===== src/twpg_pkg.sv =====
// twpg_pkg: shared types, constants and tables for the text window pixel generator
// no dependencies; imported by every module of the block
`timescale 1ns / 1ps

package twpg_pkg;

  localparam int TEXT_DEPTH    = 256;
  localparam int GLYPH_COUNT   = 96;
  localparam int GLYPH_COLUMNS = 16;
  localparam int GLYPH_DEPTH   = GLYPH_COUNT * GLYPH_COLUMNS;
  localparam int GLYPH_ROWS    = 16;
  localparam int TEXT_AW       = $clog2(TEXT_DEPTH);
  localparam int GLYPH_AW      = $clog2(GLYPH_DEPTH);
  localparam int ROW_AW        = $clog2(GLYPH_ROWS);

  localparam logic [7:0] FIRST_PRINTABLE = 8'd32;

  // reciprocal divide: q = (x * ceil(2^16 / d)) >> 16 is exact for x < 1024, d < 32
  localparam int RECIP_SHIFT = 16;
  localparam int RECIP_W     = RECIP_SHIFT + 1;
  localparam int PROD_W      = RECIP_W + 10;

  localparam logic [RECIP_W-1:0] RECIP_TAB [32] = '{
    17'd0,     17'd65536, 17'd32768, 17'd21846, 17'd16384, 17'd13108, 17'd10923, 17'd9363,
    17'd8192,  17'd7282,  17'd6554,  17'd5958,  17'd5462,  17'd5042,  17'd4682,  17'd4370,
    17'd4096,  17'd3856,  17'd3641,  17'd3450,  17'd3277,  17'd3121,  17'd2979,  17'd2850,
    17'd2731,  17'd2622,  17'd2521,  17'd2428,  17'd2341,  17'd2260,  17'd2185,  17'd2115
  };

  typedef enum logic [1:0] {
    ACT_CHAR  = 2'd0,
    ACT_GLYPH = 2'd1,
    ACT_PIXEL = 2'd2,
    ACT_NONE  = 2'd3
  } action_e;

  typedef enum logic [2:0] {
    CFG_INNER_WIDTH  = 3'd0,
    CFG_FONT_WIDTH   = 3'd1,
    CFG_FONT_HEIGHT  = 3'd2,
    CFG_TEXT_LENGTH  = 3'd3,
    CFG_TEXT_COLOR   = 3'd4,
    CFG_BG_COLOR     = 3'd5,
    CFG_SCROLL_LINES = 3'd6,
    CFG_CLIP_LINES   = 3'd7
  } cfg_reg_e;

  typedef struct packed {
    logic [9:0]  inner_width;
    logic [4:0]  font_width;
    logic [4:0]  font_height;
    logic [8:0]  text_length;
    logic [15:0] text_color;
    logic [15:0] bg_color;
    logic [7:0]  scroll_lines;
    logic        clip_lines;
  } cfg_t;

  localparam cfg_t CFG_RESET = '{
    inner_width:  10'd240,
    font_width:   5'd5,
    font_height:  5'd8,
    text_length:  9'd0,
    text_color:   16'hFFFF,
    bg_color:     16'h0000,
    scroll_lines: 8'd0,
    clip_lines:   1'b0
  };

  typedef struct packed {
    action_e     action;
    logic [7:0]  char_index;
    logic [7:0]  char_code;
    logic [6:0]  glyph_symbol;
    logic [3:0]  glyph_column;
    logic [15:0] glyph_bits;
    logic [9:0]  pixel_row;
    logic [9:0]  pixel_col;
  } item_t;

  // leaves the cell mapping pipe
  typedef struct packed {
    item_t              item;
    logic               blank;
    logic [TEXT_AW-1:0] text_addr;
    logic [4:0]         gcol;
    logic [4:0]         grow;
  } cell_t;

  // leaves the text store stage
  typedef struct packed {
    item_t      item;
    logic       blank;
    logic [7:0] code;
    logic [4:0] gcol;
    logic [4:0] grow;
  } code_t;

endpackage


===== src/twpg_text_fetch.sv =====
// twpg_text_fetch: text store stage, writes characters and reads the code of a cell
// depends on twpg_pkg
`timescale 1ns / 1ps

module twpg_text_fetch import twpg_pkg::*; (
  input  logic  clk,
  input  logic  rst,
  input  logic  cell_valid,
  output logic  cell_ready,
  input  cell_t cell_item,
  output logic  code_valid,
  input  logic  code_ready,
  output code_t code
);

  logic [7:0] text_mem [TEXT_DEPTH];

  logic               v;
  logic               free;
  logic               wen;
  logic [TEXT_AW-1:0] waddr;

  assign free       = !v || code_ready;
  assign cell_ready = free;
  assign code_valid = v;

  always_comb begin
    waddr = TEXT_AW'(cell_item.item.char_index);
    wen   = cell_valid && free && (cell_item.item.action == ACT_CHAR)
            && (13'(cell_item.item.char_index) < 13'(TEXT_DEPTH));
  end

  always_ff @(posedge clk) begin
    if (rst) begin
      v <= 1'b0;
    end else if (free) begin
      v <= cell_valid;
    end
  end

  always_ff @(posedge clk) begin
    if (free) begin
      code.item  <= cell_item.item;
      code.blank <= cell_item.blank;
      code.gcol  <= cell_item.gcol;
      code.grow  <= cell_item.grow;
      code.code  <= text_mem[cell_item.text_addr];
    end
    if (wen) begin
      text_mem[waddr] <= cell_item.item.char_code;
    end
  end

endmodule


===== config.mk =====
export PLATFORM = sky130hd
export DESIGN_NAME = twpg_text_fetch
export DESIGN_NICKNAME = d
export VERILOG_FILES = /design/src/twpg_pkg.sv /design/src/twpg_text_fetch.sv
export SDC_FILE = /design/constraint.sdc
export NUM_CORES = 2
export LEC_CHECK = 0
export BUFFER_PORTS_ARGS = -buffer_cell sky130_fd_sc_hd__buf_2
export CORE_ASPECT_RATIO = 0.5
export CORE_MARGIN = 1.5
export CORE_UTILIZATION = 60
export CTS_CLUSTER_SIZE = 20
export DETAILED_ROUTE_END_ITERATION = 6
export PLACE_DENSITY = 0.77
export SYNTH_ARGS = -nofsm -noshare
export SYNTH_HDL_FRONTEND = slang
export SYNTH_SLANG_ARGS = --single-unit

===== constraint.sdc =====
create_clock -name clk -period 5.7 [get_ports clk]
set_input_delay 0 -clock clk [delete_from_list [all_inputs] [get_ports clk]]
set_output_delay 0 -clock clk [all_outputs]
set_load 0.05 [all_outputs]

==> run metrics <==
status complete, but fails checks; failing checks design-rule violations, negative hold slack; P_leak 28.9 nW; arrival time of the worst setup path 4.51 ns; DRC 1; core box area 135,000 µm²; Num CTS Buffers 174; detailed placement HPWL 123,000 µm; post-CTS resize count 0; initial antenna violation count 13; fraction of layout cells with a size suffix above 1 21.5%; Max VDD drop 340 µV; TNS Setup 0 ns; number of flops mapped to enable cells by yosys 2,132; CP required 6.15 ns; Syn Nets 3,892; Final Util 67.9%; switching pwr 6.87 mW; post-layout instance area 91,800 µm²; gr usage total 30.7%; Clock Skew 0.0398 ns; Most used DFF post-synth edfxtp_1; MaxCap Viol Count 0; worst r2r path cells 6; port bufs 173; Final ANT Viol Nets 0; Tmin final 4.06 ns; TritonCTS clock tree built; grt total ovfl 0; Cell Chain, Critical Path nand2b_4 -> nor4b_1 -> nor3b_1 -> nand2_1 -> buf_4 -> nor2_1; CP max stage delay 0.64 ns; DIE HEIGHT 265 µm; std cell rows 95; fmax 247 MHz; Die W 527 µm; DR vias 42,900; DRT Wirelength 212,000 µm; Synth cell types 66; biggest area consumer among synthesized cells edfxtp_1; cts-stage hold buffer count 137; GPL Wtd Cong 0.924; Max stage delay cell, worst path nand2_1; Logic pwr share 5.7%; top cells by area, synth edfxtp_1 (78%), mux4_2 (11%), mux2i_1 (1.7%); worst slew pin tran 1.48 ns; worst relative slew slack 0.911%; startpoint types register; largest net degree at the start of global routing 160; Reg power frac 55.2%; RR Startpoint code_valid; Post-CTS Setup Bufs 0; async set-reset flop share out of synthesis 0%; CP Class register to register; setup ws final 1.64 ns; post-place instance area 84,700 µm²; hold path cells 1; # IOs 174; die footprint 139,000 µm²; RR Endpoint text_mem[160][2]; Hold Crit Class input pin to register; Syn. warnings 0; final hold slack -0.0279 ns; Initial Util 60.9%; clk buf depth 3; pre-CTS setup slack 1.64 ns; synthesized instance count 3,804; setup violators final 0; Clock Sink Count 2,133; sequential area share after synthesis 77.9%; Max FO, Critical Path 33; Yosys top cell area share 77.8%; fin. max-slew vios 0; worst hold start cell_item[66]; DR pass1 iterations 7; Internal 24.6 mW; first-pass GRT wire length 304,000 µm; R2R setup slack 1.64 ns; clock latency at the later pin of the worst-skew pair 0.83 ns; H-tree levels 4; unrepaired setup endpoints after global routing no; vias in the first global route 42,600; hold endpoint text_mem[156][0]; pwr/cell area 342 nW/µm²; Switching Fraction 21.8%; CTS clk-pin slew, worst paths 0.09 ns; register bit total from synthesis 2,133; Area Growth Syn to Fin 11.6%; layout net count 4,243; Avg WL per Cell 34.8 µm; post-synth design cell area 82,200 µm²; DR vias/cell 7.03; Hold Vio Cnt, Final 12; element type at the critical path end register; Clock Power Share 39.1%; period utilization 71.2%; clock root cell clkbuf_16; syn_area_per_cell 21.6 µm²; Iter 0 DRT Violations 7,621
-- registers in the layout, indices dropped and copies added, names as in the netlist --
| signal | flops |
|---|---|
| code | 84 |
| code_valid | 1 |
| text_mem | 2048 |
-- cells by family (layout without fill, tap and decap cells) --
kind of cell / count (synthesis) / in the layout / share of synthesized area, %
other: 0 / 4 / 0
multiplexers: 591 / 591 / 14.3
buffers and inverters: 222 / 721 / 1.97
AO/OA/AOI/OAI: 392 / 392 / 3.43
flip-flops: 2133 / 2133 / 77.9
AND/OR/NAND/NOR: 466 / 466 / 2.49
-- routing by layer --
layer | up-vias | track usage (%) | wire length, µm
met4 | 14 | 11.5 | 8540
met1 | 22000 | 42.8 | 75900
met2 | 3525 | 47.1 | 99100
met5 | - | 0 | 96
li1 | 16700 | - | -
met3 | 577 | 8.64 | 28400
-- cells in the mapped netlist (all sizes together) (20+ instances only) --
master / instances
edfxtp: 2132
mux4: 448
nor2: 282
a22oi: 140
mux2i: 140
buf: 132
clkbuf: 83
a21oi: 80
nand2: 61
o221ai: 35
o22ai: 32
nor3: 24
a211oi: 23
nand3: 23
nor2b: 20
-- layout make-up --
type / count / area, µm²
fill: 7884 / 43400
antenna: 4 / 10.0
tap: 1794 / 2240
clock inverter: 115 / 1160
inverter: 3 / 11.3
multi-input combinational: 1449 / 16600
sequential: 2133 / 64000
clock buffer: 209 / 4550
timing repair buffer: 394 / 3110
-- power groups by stage --
stage,sequential (mW),combinational (mW),clock (mW)
detailed placement,17.7,1.66,0
floorplan,17.8,0.795,0
global placement,17.7,1.62,0
global route,17.3,1.83,12.9
CTS,17.3,1.74,12.3
finish,17.4,1.78,12.3
-- worst max-delay path by stage --
stage             startpoint                to  cells after the start
3_3_place_gp   cell_item[10]          code[14]                      8
2_1_floorplan     code_valid  text_mem[220][0]                      6
4_1_cts           code_valid  text_mem[160][3]                      6
6_report          code_valid  text_mem[160][2]                      6
5_1_grt           code_valid   text_mem[48][1]                      6
3_5_place_dp   cell_item[10]          code[15]                      8
-- critical path: cells and delay by family, from the launching register on --
kind / cells / cell delay, ns
buf+inv: 1 / 0.47
flops: 1 / 0.34
simple gates: 5 / 2.81
-- cell usage in the layout (no fill, tap or decap), types with 43 or more instances in the layout --
master,n
a21oi_1,80
a22oi_1,140
buf_2,161
buf_4,74
clkbuf_16,177
clkinv_1,43
dlygate4sd3_1,137
edfxtp_1,2132
mux2i_1,140
mux4_1,53
mux4_2,395
nand2_1,61
nor2_1,278
-- metrics by stage --
step / power (mW) / std cells
final: 31.4 / 6101
after global routing: 32.0 / 6098
after CTS: 31.4 / 6097
after detailed placement: 19.3 / 5636
after global placement: 19.3 / 5636
after floorplan: 18.6 / 3804
No activity file was read; power rests on OpenSTA's default activity.
