## src/twpg_pkg.sv

```systemverilog
// twpg_pkg: shared types, constants and tables for the text window pixel generator
// no dependencies; imported by every module of the block
`timescale 1ns / 1ps

package twpg_pkg;

  localparam int TEXT_DEPTH    = 256;
  localparam int GLYPH_COUNT   = 96;
  localparam int GLYPH_COLUMNS = 16;
  localparam int GLYPH_DEPTH   = GLYPH_COUNT * GLYPH_COLUMNS;
  localparam int GLYPH_ROWS    = 16;
  localparam int TEXT_AW       = $clog2(TEXT_DEPTH);
  localparam int GLYPH_AW      = $clog2(GLYPH_DEPTH);
  localparam int ROW_AW        = $clog2(GLYPH_ROWS);

  localparam logic [7:0] FIRST_PRINTABLE = 8'd32;

  // reciprocal divide: q = (x * ceil(2^16 / d)) >> 16 is exact for x < 1024, d < 32
  localparam int RECIP_SHIFT = 16;
  localparam int RECIP_W     = RECIP_SHIFT + 1;
  localparam int PROD_W      = RECIP_W + 10;

  localparam logic [RECIP_W-1:0] RECIP_TAB [32] = '{
    17'd0,     17'd65536, 17'd32768, 17'd21846, 17'd16384, 17'd13108, 17'd10923, 17'd9363,
    17'd8192,  17'd7282,  17'd6554,  17'd5958,  17'd5462,  17'd5042,  17'd4682,  17'd4370,
    17'd4096,  17'd3856,  17'd3641,  17'd3450,  17'd3277,  17'd3121,  17'd2979,  17'd2850,
    17'd2731,  17'd2622,  17'd2521,  17'd2428,  17'd2341,  17'd2260,  17'd2185,  17'd2115
  };

  typedef enum logic [1:0] {
    ACT_CHAR  = 2'd0,
    ACT_GLYPH = 2'd1,
    ACT_PIXEL = 2'd2,
    ACT_NONE  = 2'd3
  } action_e;

  typedef enum logic [2:0] {
    CFG_INNER_WIDTH  = 3'd0,
    CFG_FONT_WIDTH   = 3'd1,
    CFG_FONT_HEIGHT  = 3'd2,
    CFG_TEXT_LENGTH  = 3'd3,
    CFG_TEXT_COLOR   = 3'd4,
    CFG_BG_COLOR     = 3'd5,
    CFG_SCROLL_LINES = 3'd6,
    CFG_CLIP_LINES   = 3'd7
  } cfg_reg_e;

  typedef struct packed {
    logic [9:0]  inner_width;
    logic [4:0]  font_width;
    logic [4:0]  font_height;
    logic [8:0]  text_length;
    logic [15:0] text_color;
    logic [15:0] bg_color;
    logic [7:0]  scroll_lines;
    logic        clip_lines;
  } cfg_t;

  localparam cfg_t CFG_RESET = '{
    inner_width:  10'd240,
    font_width:   5'd5,
    font_height:  5'd8,
    text_length:  9'd0,
    text_color:   16'hFFFF,
    bg_color:     16'h0000,
    scroll_lines: 8'd0,
    clip_lines:   1'b0
  };

  typedef struct packed {
    action_e     action;
    logic [7:0]  char_index;
    logic [7:0]  char_code;
    logic [6:0]  glyph_symbol;
    logic [3:0]  glyph_column;
    logic [15:0] glyph_bits;
    logic [9:0]  pixel_row;
    logic [9:0]  pixel_col;
  } item_t;

  // leaves the cell mapping pipe
  typedef struct packed {
    item_t              item;
    logic               blank;
    logic [TEXT_AW-1:0] text_addr;
    logic [4:0]         gcol;
    logic [4:0]         grow;
  } cell_t;

  // leaves the text store stage
  typedef struct packed {
    item_t      item;
    logic       blank;
    logic [7:0] code;
    logic [4:0] gcol;
    logic [4:0] grow;
  } code_t;

endpackage

```

## src/twpg_ifs.sv

```systemverilog
// twpg_in_if and twpg_out_if: valid/ready channels for requests and result pixels
// no dependencies
`timescale 1ns / 1ps

interface twpg_in_if;
  logic        valid;
  logic        ready;
  logic [1:0]  action;
  logic [7:0]  char_index;
  logic [7:0]  char_code;
  logic [6:0]  glyph_symbol;
  logic [3:0]  glyph_column;
  logic [15:0] glyph_bits;
  logic [9:0]  pixel_row;
  logic [9:0]  pixel_col;

  modport source (
    output valid, action, char_index, char_code, glyph_symbol, glyph_column,
           glyph_bits, pixel_row, pixel_col,
    input  ready
  );
  modport sink (
    input  valid, action, char_index, char_code, glyph_symbol, glyph_column,
           glyph_bits, pixel_row, pixel_col,
    output ready
  );
endinterface


```

## src/twpg_cell_map.sv

```systemverilog
// twpg_cell_map: five-stage pipe from a request to a text store address
// depends on twpg_pkg and twpg_in_if
`timescale 1ns / 1ps

module twpg_cell_map import twpg_pkg::*; (
  input  logic  clk,
  input  logic  rst,
  input  cfg_t  cfg,
  twpg_in_if.sink request,
  output logic  cell_valid,
  input  logic  cell_ready,
  output cell_t cell_item
);

  typedef struct packed {
    item_t      item;
    logic [9:0] qc;
    logic [9:0] qr;
    logic [9:0] cpl;
    logic       blank;
  } quot_t;

  typedef struct packed {
    item_t       item;
    logic [9:0]  cell_no;
    logic [9:0]  cpl;
    logic [10:0] line;
    logic [4:0]  gcol;
    logic [4:0]  grow;
    logic        blank;
  } split_t;

  typedef struct packed {
    item_t       item;
    logic [9:0]  cell_no;
    logic [9:0]  cpl;
    logic [10:0] line;
    logic [20:0] prod;
    logic [4:0]  gcol;
    logic [4:0]  grow;
    logic        blank;
  } line_t;

  logic [5:1] v;
  logic [5:1] free;

  item_t  s1;
  quot_t  s2;
  split_t s3;
  line_t  s4;

  logic [RECIP_W-1:0] mw;
  logic [RECIP_W-1:0] mh;
  logic [PROD_W-1:0]  col_prod;
  logic [PROD_W-1:0]  row_prod;
  logic [PROD_W-1:0]  cpl_prod;
  logic [14:0]        col_back;
  logic [14:0]        row_back;
  logic [21:0]        idx;
  logic               text_cut;
  logic               clip_cut;
  logic               glyph_cut;

  always_comb begin
    free[5] = !v[5] || cell_ready;
    free[4] = !v[4] || free[5];
    free[3] = !v[3] || free[4];
    free[2] = !v[2] || free[3];
    free[1] = !v[1] || free[2];
  end

  assign request.ready = free[1];
  assign cell_valid    = v[5];

  always_ff @(posedge clk) begin
    if (rst) begin
      v <= '0;
    end else begin
      if (free[1]) v[1] <= request.valid;
      if (free[2]) v[2] <= v[1];
      if (free[3]) v[3] <= v[2];
      if (free[4]) v[4] <= v[3];
      if (free[5]) v[5] <= v[4];
    end
  end

  // quotients by reciprocal multiply
  always_comb begin
    mw       = RECIP_TAB[cfg.font_width];
    mh       = RECIP_TAB[cfg.font_height];
    col_prod = PROD_W'(s1.pixel_col) * PROD_W'(mw);
    row_prod = PROD_W'(s1.pixel_row) * PROD_W'(mh);
    cpl_prod = PROD_W'(cfg.inner_width) * PROD_W'(mw);
  end

  // remainders
  always_comb begin
    col_back = 15'(s2.qc) * 15'(cfg.font_width);
    row_back = 15'(s2.qr) * 15'(cfg.font_height);
  end

  // text index and the blank checks of the last stage
  always_comb begin
    idx       = 22'(s4.cell_no) + 22'(s4.prod);
    text_cut  = (idx >= 22'(cfg.text_length)) || (idx >= 22'(TEXT_DEPTH));
    clip_cut  = 1'b0;
    if (cfg.clip_lines) begin
      if ({1'b0, cfg.text_length} > s4.cpl) begin
        clip_cut = s4.prod > 21'(cfg.text_length);
      end else begin
        clip_cut = s4.line != 11'd0;
      end
    end
    glyph_cut = (s4.gcol >= 5'(GLYPH_COLUMNS)) || (s4.grow >= 5'(GLYPH_ROWS));
  end

  always_ff @(posedge clk) begin
    if (free[1]) begin
      s1.action       <= action_e'(request.action);
      s1.char_index   <= request.char_index;
      s1.char_code    <= request.char_code;
      s1.glyph_symbol <= request.glyph_symbol;
      s1.glyph_column <= request.glyph_column;
      s1.glyph_bits   <= request.glyph_bits;
      s1.pixel_row    <= request.pixel_row;
      s1.pixel_col    <= request.pixel_col;
    end
    if (free[2]) begin
      s2.item  <= s1;
      s2.qc    <= col_prod[RECIP_SHIFT +: 10];
      s2.qr    <= row_prod[RECIP_SHIFT +: 10];
      s2.cpl   <= cpl_prod[RECIP_SHIFT +: 10];
      s2.blank <= (cfg.font_width == 5'd0) || (cfg.font_height == 5'd0);
    end
    if (free[3]) begin
      s3.item    <= s2.item;
      s3.cell_no <= s2.qc;
      s3.cpl     <= s2.cpl;
      s3.line    <= 11'(s2.qr) + 11'(cfg.scroll_lines);
      s3.gcol    <= 5'(s2.item.pixel_col - col_back[9:0]);
      s3.grow    <= 5'(s2.item.pixel_row - row_back[9:0]);
      s3.blank   <= s2.blank || (s2.qc >= s2.cpl);
    end
    if (free[4]) begin
      s4.item    <= s3.item;
      s4.cell_no <= s3.cell_no;
      s4.cpl     <= s3.cpl;
      s4.line    <= s3.line;
      s4.prod    <= 21'(s3.line) * 21'(s3.cpl);
      s4.gcol    <= s3.gcol;
      s4.grow    <= s3.grow;
      s4.blank   <= s3.blank;
    end
    if (free[5]) begin
      cell_item.item      <= s4.item;
      cell_item.text_addr <= idx[TEXT_AW-1:0];
      cell_item.gcol      <= s4.gcol;
      cell_item.grow      <= s4.grow;
      cell_item.blank     <= s4.blank || text_cut || clip_cut || glyph_cut;
    end
  end

endmodule

```

## src/flat_wrapper.sv

```systemverilog
// flat-port wrapper written by rule: the top's interface ports become plain ports
module twpg_cell_map_flat import twpg_pkg::*;
  (clk, rst, cfg, cell_valid, cell_ready, cell_item, request_valid, request_action, request_char_index, request_char_code, request_glyph_symbol, request_glyph_column, request_glyph_bits, request_pixel_row, request_pixel_col, request_ready);
  twpg_in_if request_i ();
  input  logic clk;
  input  logic rst;
  input  cfg_t cfg;
  output logic cell_valid;
  input  logic cell_ready;
  output cell_t cell_item;
  input wire logic [$bits(request_i.valid)-1:0] request_valid;
  input wire logic [$bits(request_i.action)-1:0] request_action;
  input wire logic [$bits(request_i.char_index)-1:0] request_char_index;
  input wire logic [$bits(request_i.char_code)-1:0] request_char_code;
  input wire logic [$bits(request_i.glyph_symbol)-1:0] request_glyph_symbol;
  input wire logic [$bits(request_i.glyph_column)-1:0] request_glyph_column;
  input wire logic [$bits(request_i.glyph_bits)-1:0] request_glyph_bits;
  input wire logic [$bits(request_i.pixel_row)-1:0] request_pixel_row;
  input wire logic [$bits(request_i.pixel_col)-1:0] request_pixel_col;
  output wire logic [$bits(request_i.ready)-1:0] request_ready;
  assign request_i.valid = request_valid;
  assign request_i.action = request_action;
  assign request_i.char_index = request_char_index;
  assign request_i.char_code = request_char_code;
  assign request_i.glyph_symbol = request_glyph_symbol;
  assign request_i.glyph_column = request_glyph_column;
  assign request_i.glyph_bits = request_glyph_bits;
  assign request_i.pixel_row = request_pixel_row;
  assign request_i.pixel_col = request_pixel_col;
  assign request_ready = request_i.ready;
  twpg_cell_map u_core (.clk(clk), .rst(rst), .cfg(cfg), .request(request_i), .cell_valid(cell_valid), .cell_ready(cell_ready), .cell_item(cell_item));
endmodule
```

## config.mk

```make
export PLATFORM = sky130hd
export DESIGN_NAME = twpg_cell_map_flat
export DESIGN_NICKNAME = d
export VERILOG_FILES = /design/src/twpg_pkg.sv /design/src/twpg_ifs.sv /design/src/twpg_cell_map.sv /design/src/flat_wrapper.sv
export SDC_FILE = /design/constraint.sdc
export NUM_CORES = 2
export LEC_CHECK = 0
export ABC_AREA = 0
export BUFFER_PORTS_ARGS = -buffer_cell sky130_fd_sc_hd__buf_2
export CAP_MARGIN = 25
export CELL_PAD_IN_SITES_DETAIL_PLACEMENT = 0
export CELL_PAD_IN_SITES_GLOBAL_PLACEMENT = 2
export CORE_ASPECT_RATIO = 0.7
export CORE_MARGIN = 2
export CORE_UTILIZATION = 30
export CTS_BUF_LIST = sky130_fd_sc_hd__clkbuf_4 sky130_fd_sc_hd__clkbuf_8
export DETAILED_ROUTE_END_ITERATION = 16
export GPL_ROUTABILITY_DRIVEN = 0
export PLACE_DENSITY_LB_ADDON = 0.25
export SLEW_MARGIN = 20
export SYNTH_ARGS = -nofsm -noshare
export SYNTH_HDL_FRONTEND = slang
export SYNTH_SLANG_ARGS = --single-unit
```

## constraint.sdc

```tcl
create_clock -name clk -period 21.9 [get_ports clk]
set_input_delay 2.19 -clock clk [delete_from_list [all_inputs] [get_ports clk]]
set_output_delay 2.19 -clock clk [all_outputs]
set_load 0.005 [all_outputs]
```

==> out/metrics.cfg <==
[pwr]
p_leak_nw = 19.1
max-vdd-ir-drop_mv = 0.161
finalPower_mw = 5.28
power_density_mw_per_mm2 = 127

[logic_synthesis]
synth-edff-count = 480
synth_area_leaders = edfxtp_1, fa_1, ha_1
synth_seq_cells = 485
synth-main-ff-cell = edfxtp_1
synth_area_leader_cell = edfxtp_1
postSynthCellCount = 3208
yosysSeqAreaShare = 0.393
yosys_warnings = 0
syn-num-nets = 4087
synth.top_cell.area_share = 0.391
postSynthAreaPerCell_sq_um = 11.5
ys_async_sr_fraction = 0
netlist_area_sq_mm = 0.0369
synth.distinct_cells = 68

[setup_path]
r2r_cells = 19
crit_top_cell = fa_1
critPathKind = primary input to flip-flop
cpLargestDelayFamily = adder cells
slowest_delay_ps = 760
crit_buf_inv = 4
timing.rr.start = u_core.s1[1]
critPathSlowestCell = a31oi_4
path_max_fanout = 20
arrival_ps = 9460
rr_endpoint = u_core.s2[30]
required_ps = 22410
r2r_slack_ps = 15260
cp-end-kind = flip-flop
cp-start-kind = primary input

[global_route]
grt_use_total = 0.155
grt_pass1_vias = 24100
grt_pass1_wl_mm = 149
grt_max_degree = 68
use_met2 = 0.216
grt_busiest_layer = met1
grt-ovfl-total = 0
antenna_found_initial = 13
met1_usage = 0.242
use_met3 = 0.0334

[clock_network]
cts_hold_buf = 0
cts_tree = built
postCtsResizedCells = 0
post_cts_buffers = 0
clock_path_buffers = 3
clk_pin_slew_ps = 60
cts-htree-levels = 3
root_buffer = clkbuf_8
clkLatencyLatePin_ps = 770
cts_inserted_buffers = 83
cts_sinks = 485

[placed_design]
post-place-ws_ps = 12100
dp_hpwl_mm = 68.9
placed_area_sq_mm = 0.0398
port_buffers = 192

[die]
fp.dieW_um = 423
start_util = 0.303
core-area_sq_mm = 0.122
dieHeight_um = 297
dieArea_sq_mm = 0.126
row_count = 107
ioPinCount = 225

[job]
cap_violations = 0

[sta]
finalCriticalPeriod_ps = 8960
slew_headroom = 0.322
setup_viol = 0
skew_ps = 52.6
rsz0062_at_grt = no
report.final.slew_viol_count = 0
min_period_over_period = 0.409
hold_violations = 0
tightest_slew_ps = 1020
setup_tns_ps = 0
fmax_ghz = 0.112
setup_slack_ps = 12940

[drt]
ant_nets = 0
first_iter_violations = 1233
drt-wirelength-per-cell_um = 18.7
drcViolationCount = 0
viasPerCell = 4.44
first_pass_iters = 5
drt-total-wl_mm = 95.5
vias = 22600

[final_layout]
post-route-util = 0.341
nets = 4280
drive_above_1_share = 0.110
area_growth_pct = 12.5
final_area_sq_mm = 0.0415

[hold_path]
hp-class = flip-flop to flip-flop
min_path_cells = 0
worstHoldEndpoint = u_core.cell_item[25]
worstHoldStart = u_core.s4[69]

[run_status]
status = finished, final reports clean

==> how the worst max path moves through the flow <==
stage             from            end  slack (ps)  cells past startpoint
2_1_floorplan  cfg[57]  u_core.s2[30]       13210                     24
3_3_place_gp   cfg[50]  u_core.s2[20]       12030                     26
3_5_place_dp   cfg[50]  u_core.s2[20]       12100                     25
4_1_cts        cfg[50]  u_core.s2[20]       12940                     26
5_1_grt        cfg[50]  u_core.s2[20]       12640                     26
6_report       cfg[56]  u_core.s2[30]       12940                     25
==> cell usage after synthesis, drive strengths merged, types with 22 or more instances <==
master    n
o21ai    53
nand2   382
a21oi    78
nor3     22
nand3    29
fa      426
nor2     86
a21o     27
edfxtp  480
ha      314
clkbuf  107
xor2     27
nor2b    45
inv     538
and2    293
xnor2    76
==> cells in the final DEF (no fill, tap or decap), types with 9 or more instances in the layout <==
cell type and count:
a21o_1 27, a21oi_1 77, and2_1 293, and3_1 17
buf_2 192, buf_4 37, clkbuf_4 22, clkbuf_8 85
clkinv_1 18, clkinv_2 10, edfxtp_1 480, fa_1 426
ha_1 314, inv_1 536, nand2_1 380, nand2b_1 16
nand3_1 28, nand4_1 9, nor2_1 86, nor2b_1 45
nor3_1 19, nor4_1 9, o211ai_1 13, o21a_1 17
o21ai_0 45, xnor2_1 76, xor2_1 27
==> routing by layer <==
| metal | up-vias | wire [um] |
|---|---|---|
| met1 | 11300 | 50600 |
| met5 | - | 13 |
| li1 | 10800 | - |
| met2 | 427 | 38400 |
| met4 | 2 | 1780 |
| met3 | 107 | 4770 |
==> final cells by class <==
type                       instances  area [sq um]
tap                             1635          2050
antenna                            1          2.50
fill                           12300         80300
clock buffer                     107          1340
timing repair buffer             231          1280
sequential                       485         14500
clock inverter                    41           339
multi-input combinational       2062         20000
inverter                         538          2030
==> where the power goes <==
| group | internal, mW | switching, mW |
|---|---|---|
| clock | 0.460 | 0.394 |
| sequential | 1.31 | 0.157 |
| combinational | 1.32 | 1.64 |
==> cells by family after synthesis <==
logic type | count (synthesis) | share of synthesized area
simple gates | 940 | 0.127
flops | 485 | 0.393
buf+inv | 661 | 0.0675
compound gates | 273 | 0.0485
xor+xnor | 103 | 0.0244
fa+ha+maj | 740 | 0.338
mux | 6 | 0.00166
==> sequential cells by signal, summed over array words and instances (netlist names) <==
signal	cells
u_core.s4	128
u_core.s2	96
u_core.s3	107
u_core.v	5
u_core.s1	65
u_core.cell_item	84
==> stage by stage <==
step / hold slack, ps / instances
CTS: 353 / 5096
floorplan: 400 / 3208
global placement: 400 / 4947
global route: 367 / 5099
detailed placement: 405 / 4948
finish: 367 / 5100
No activity file was read; power rests on OpenSTA's default activity.
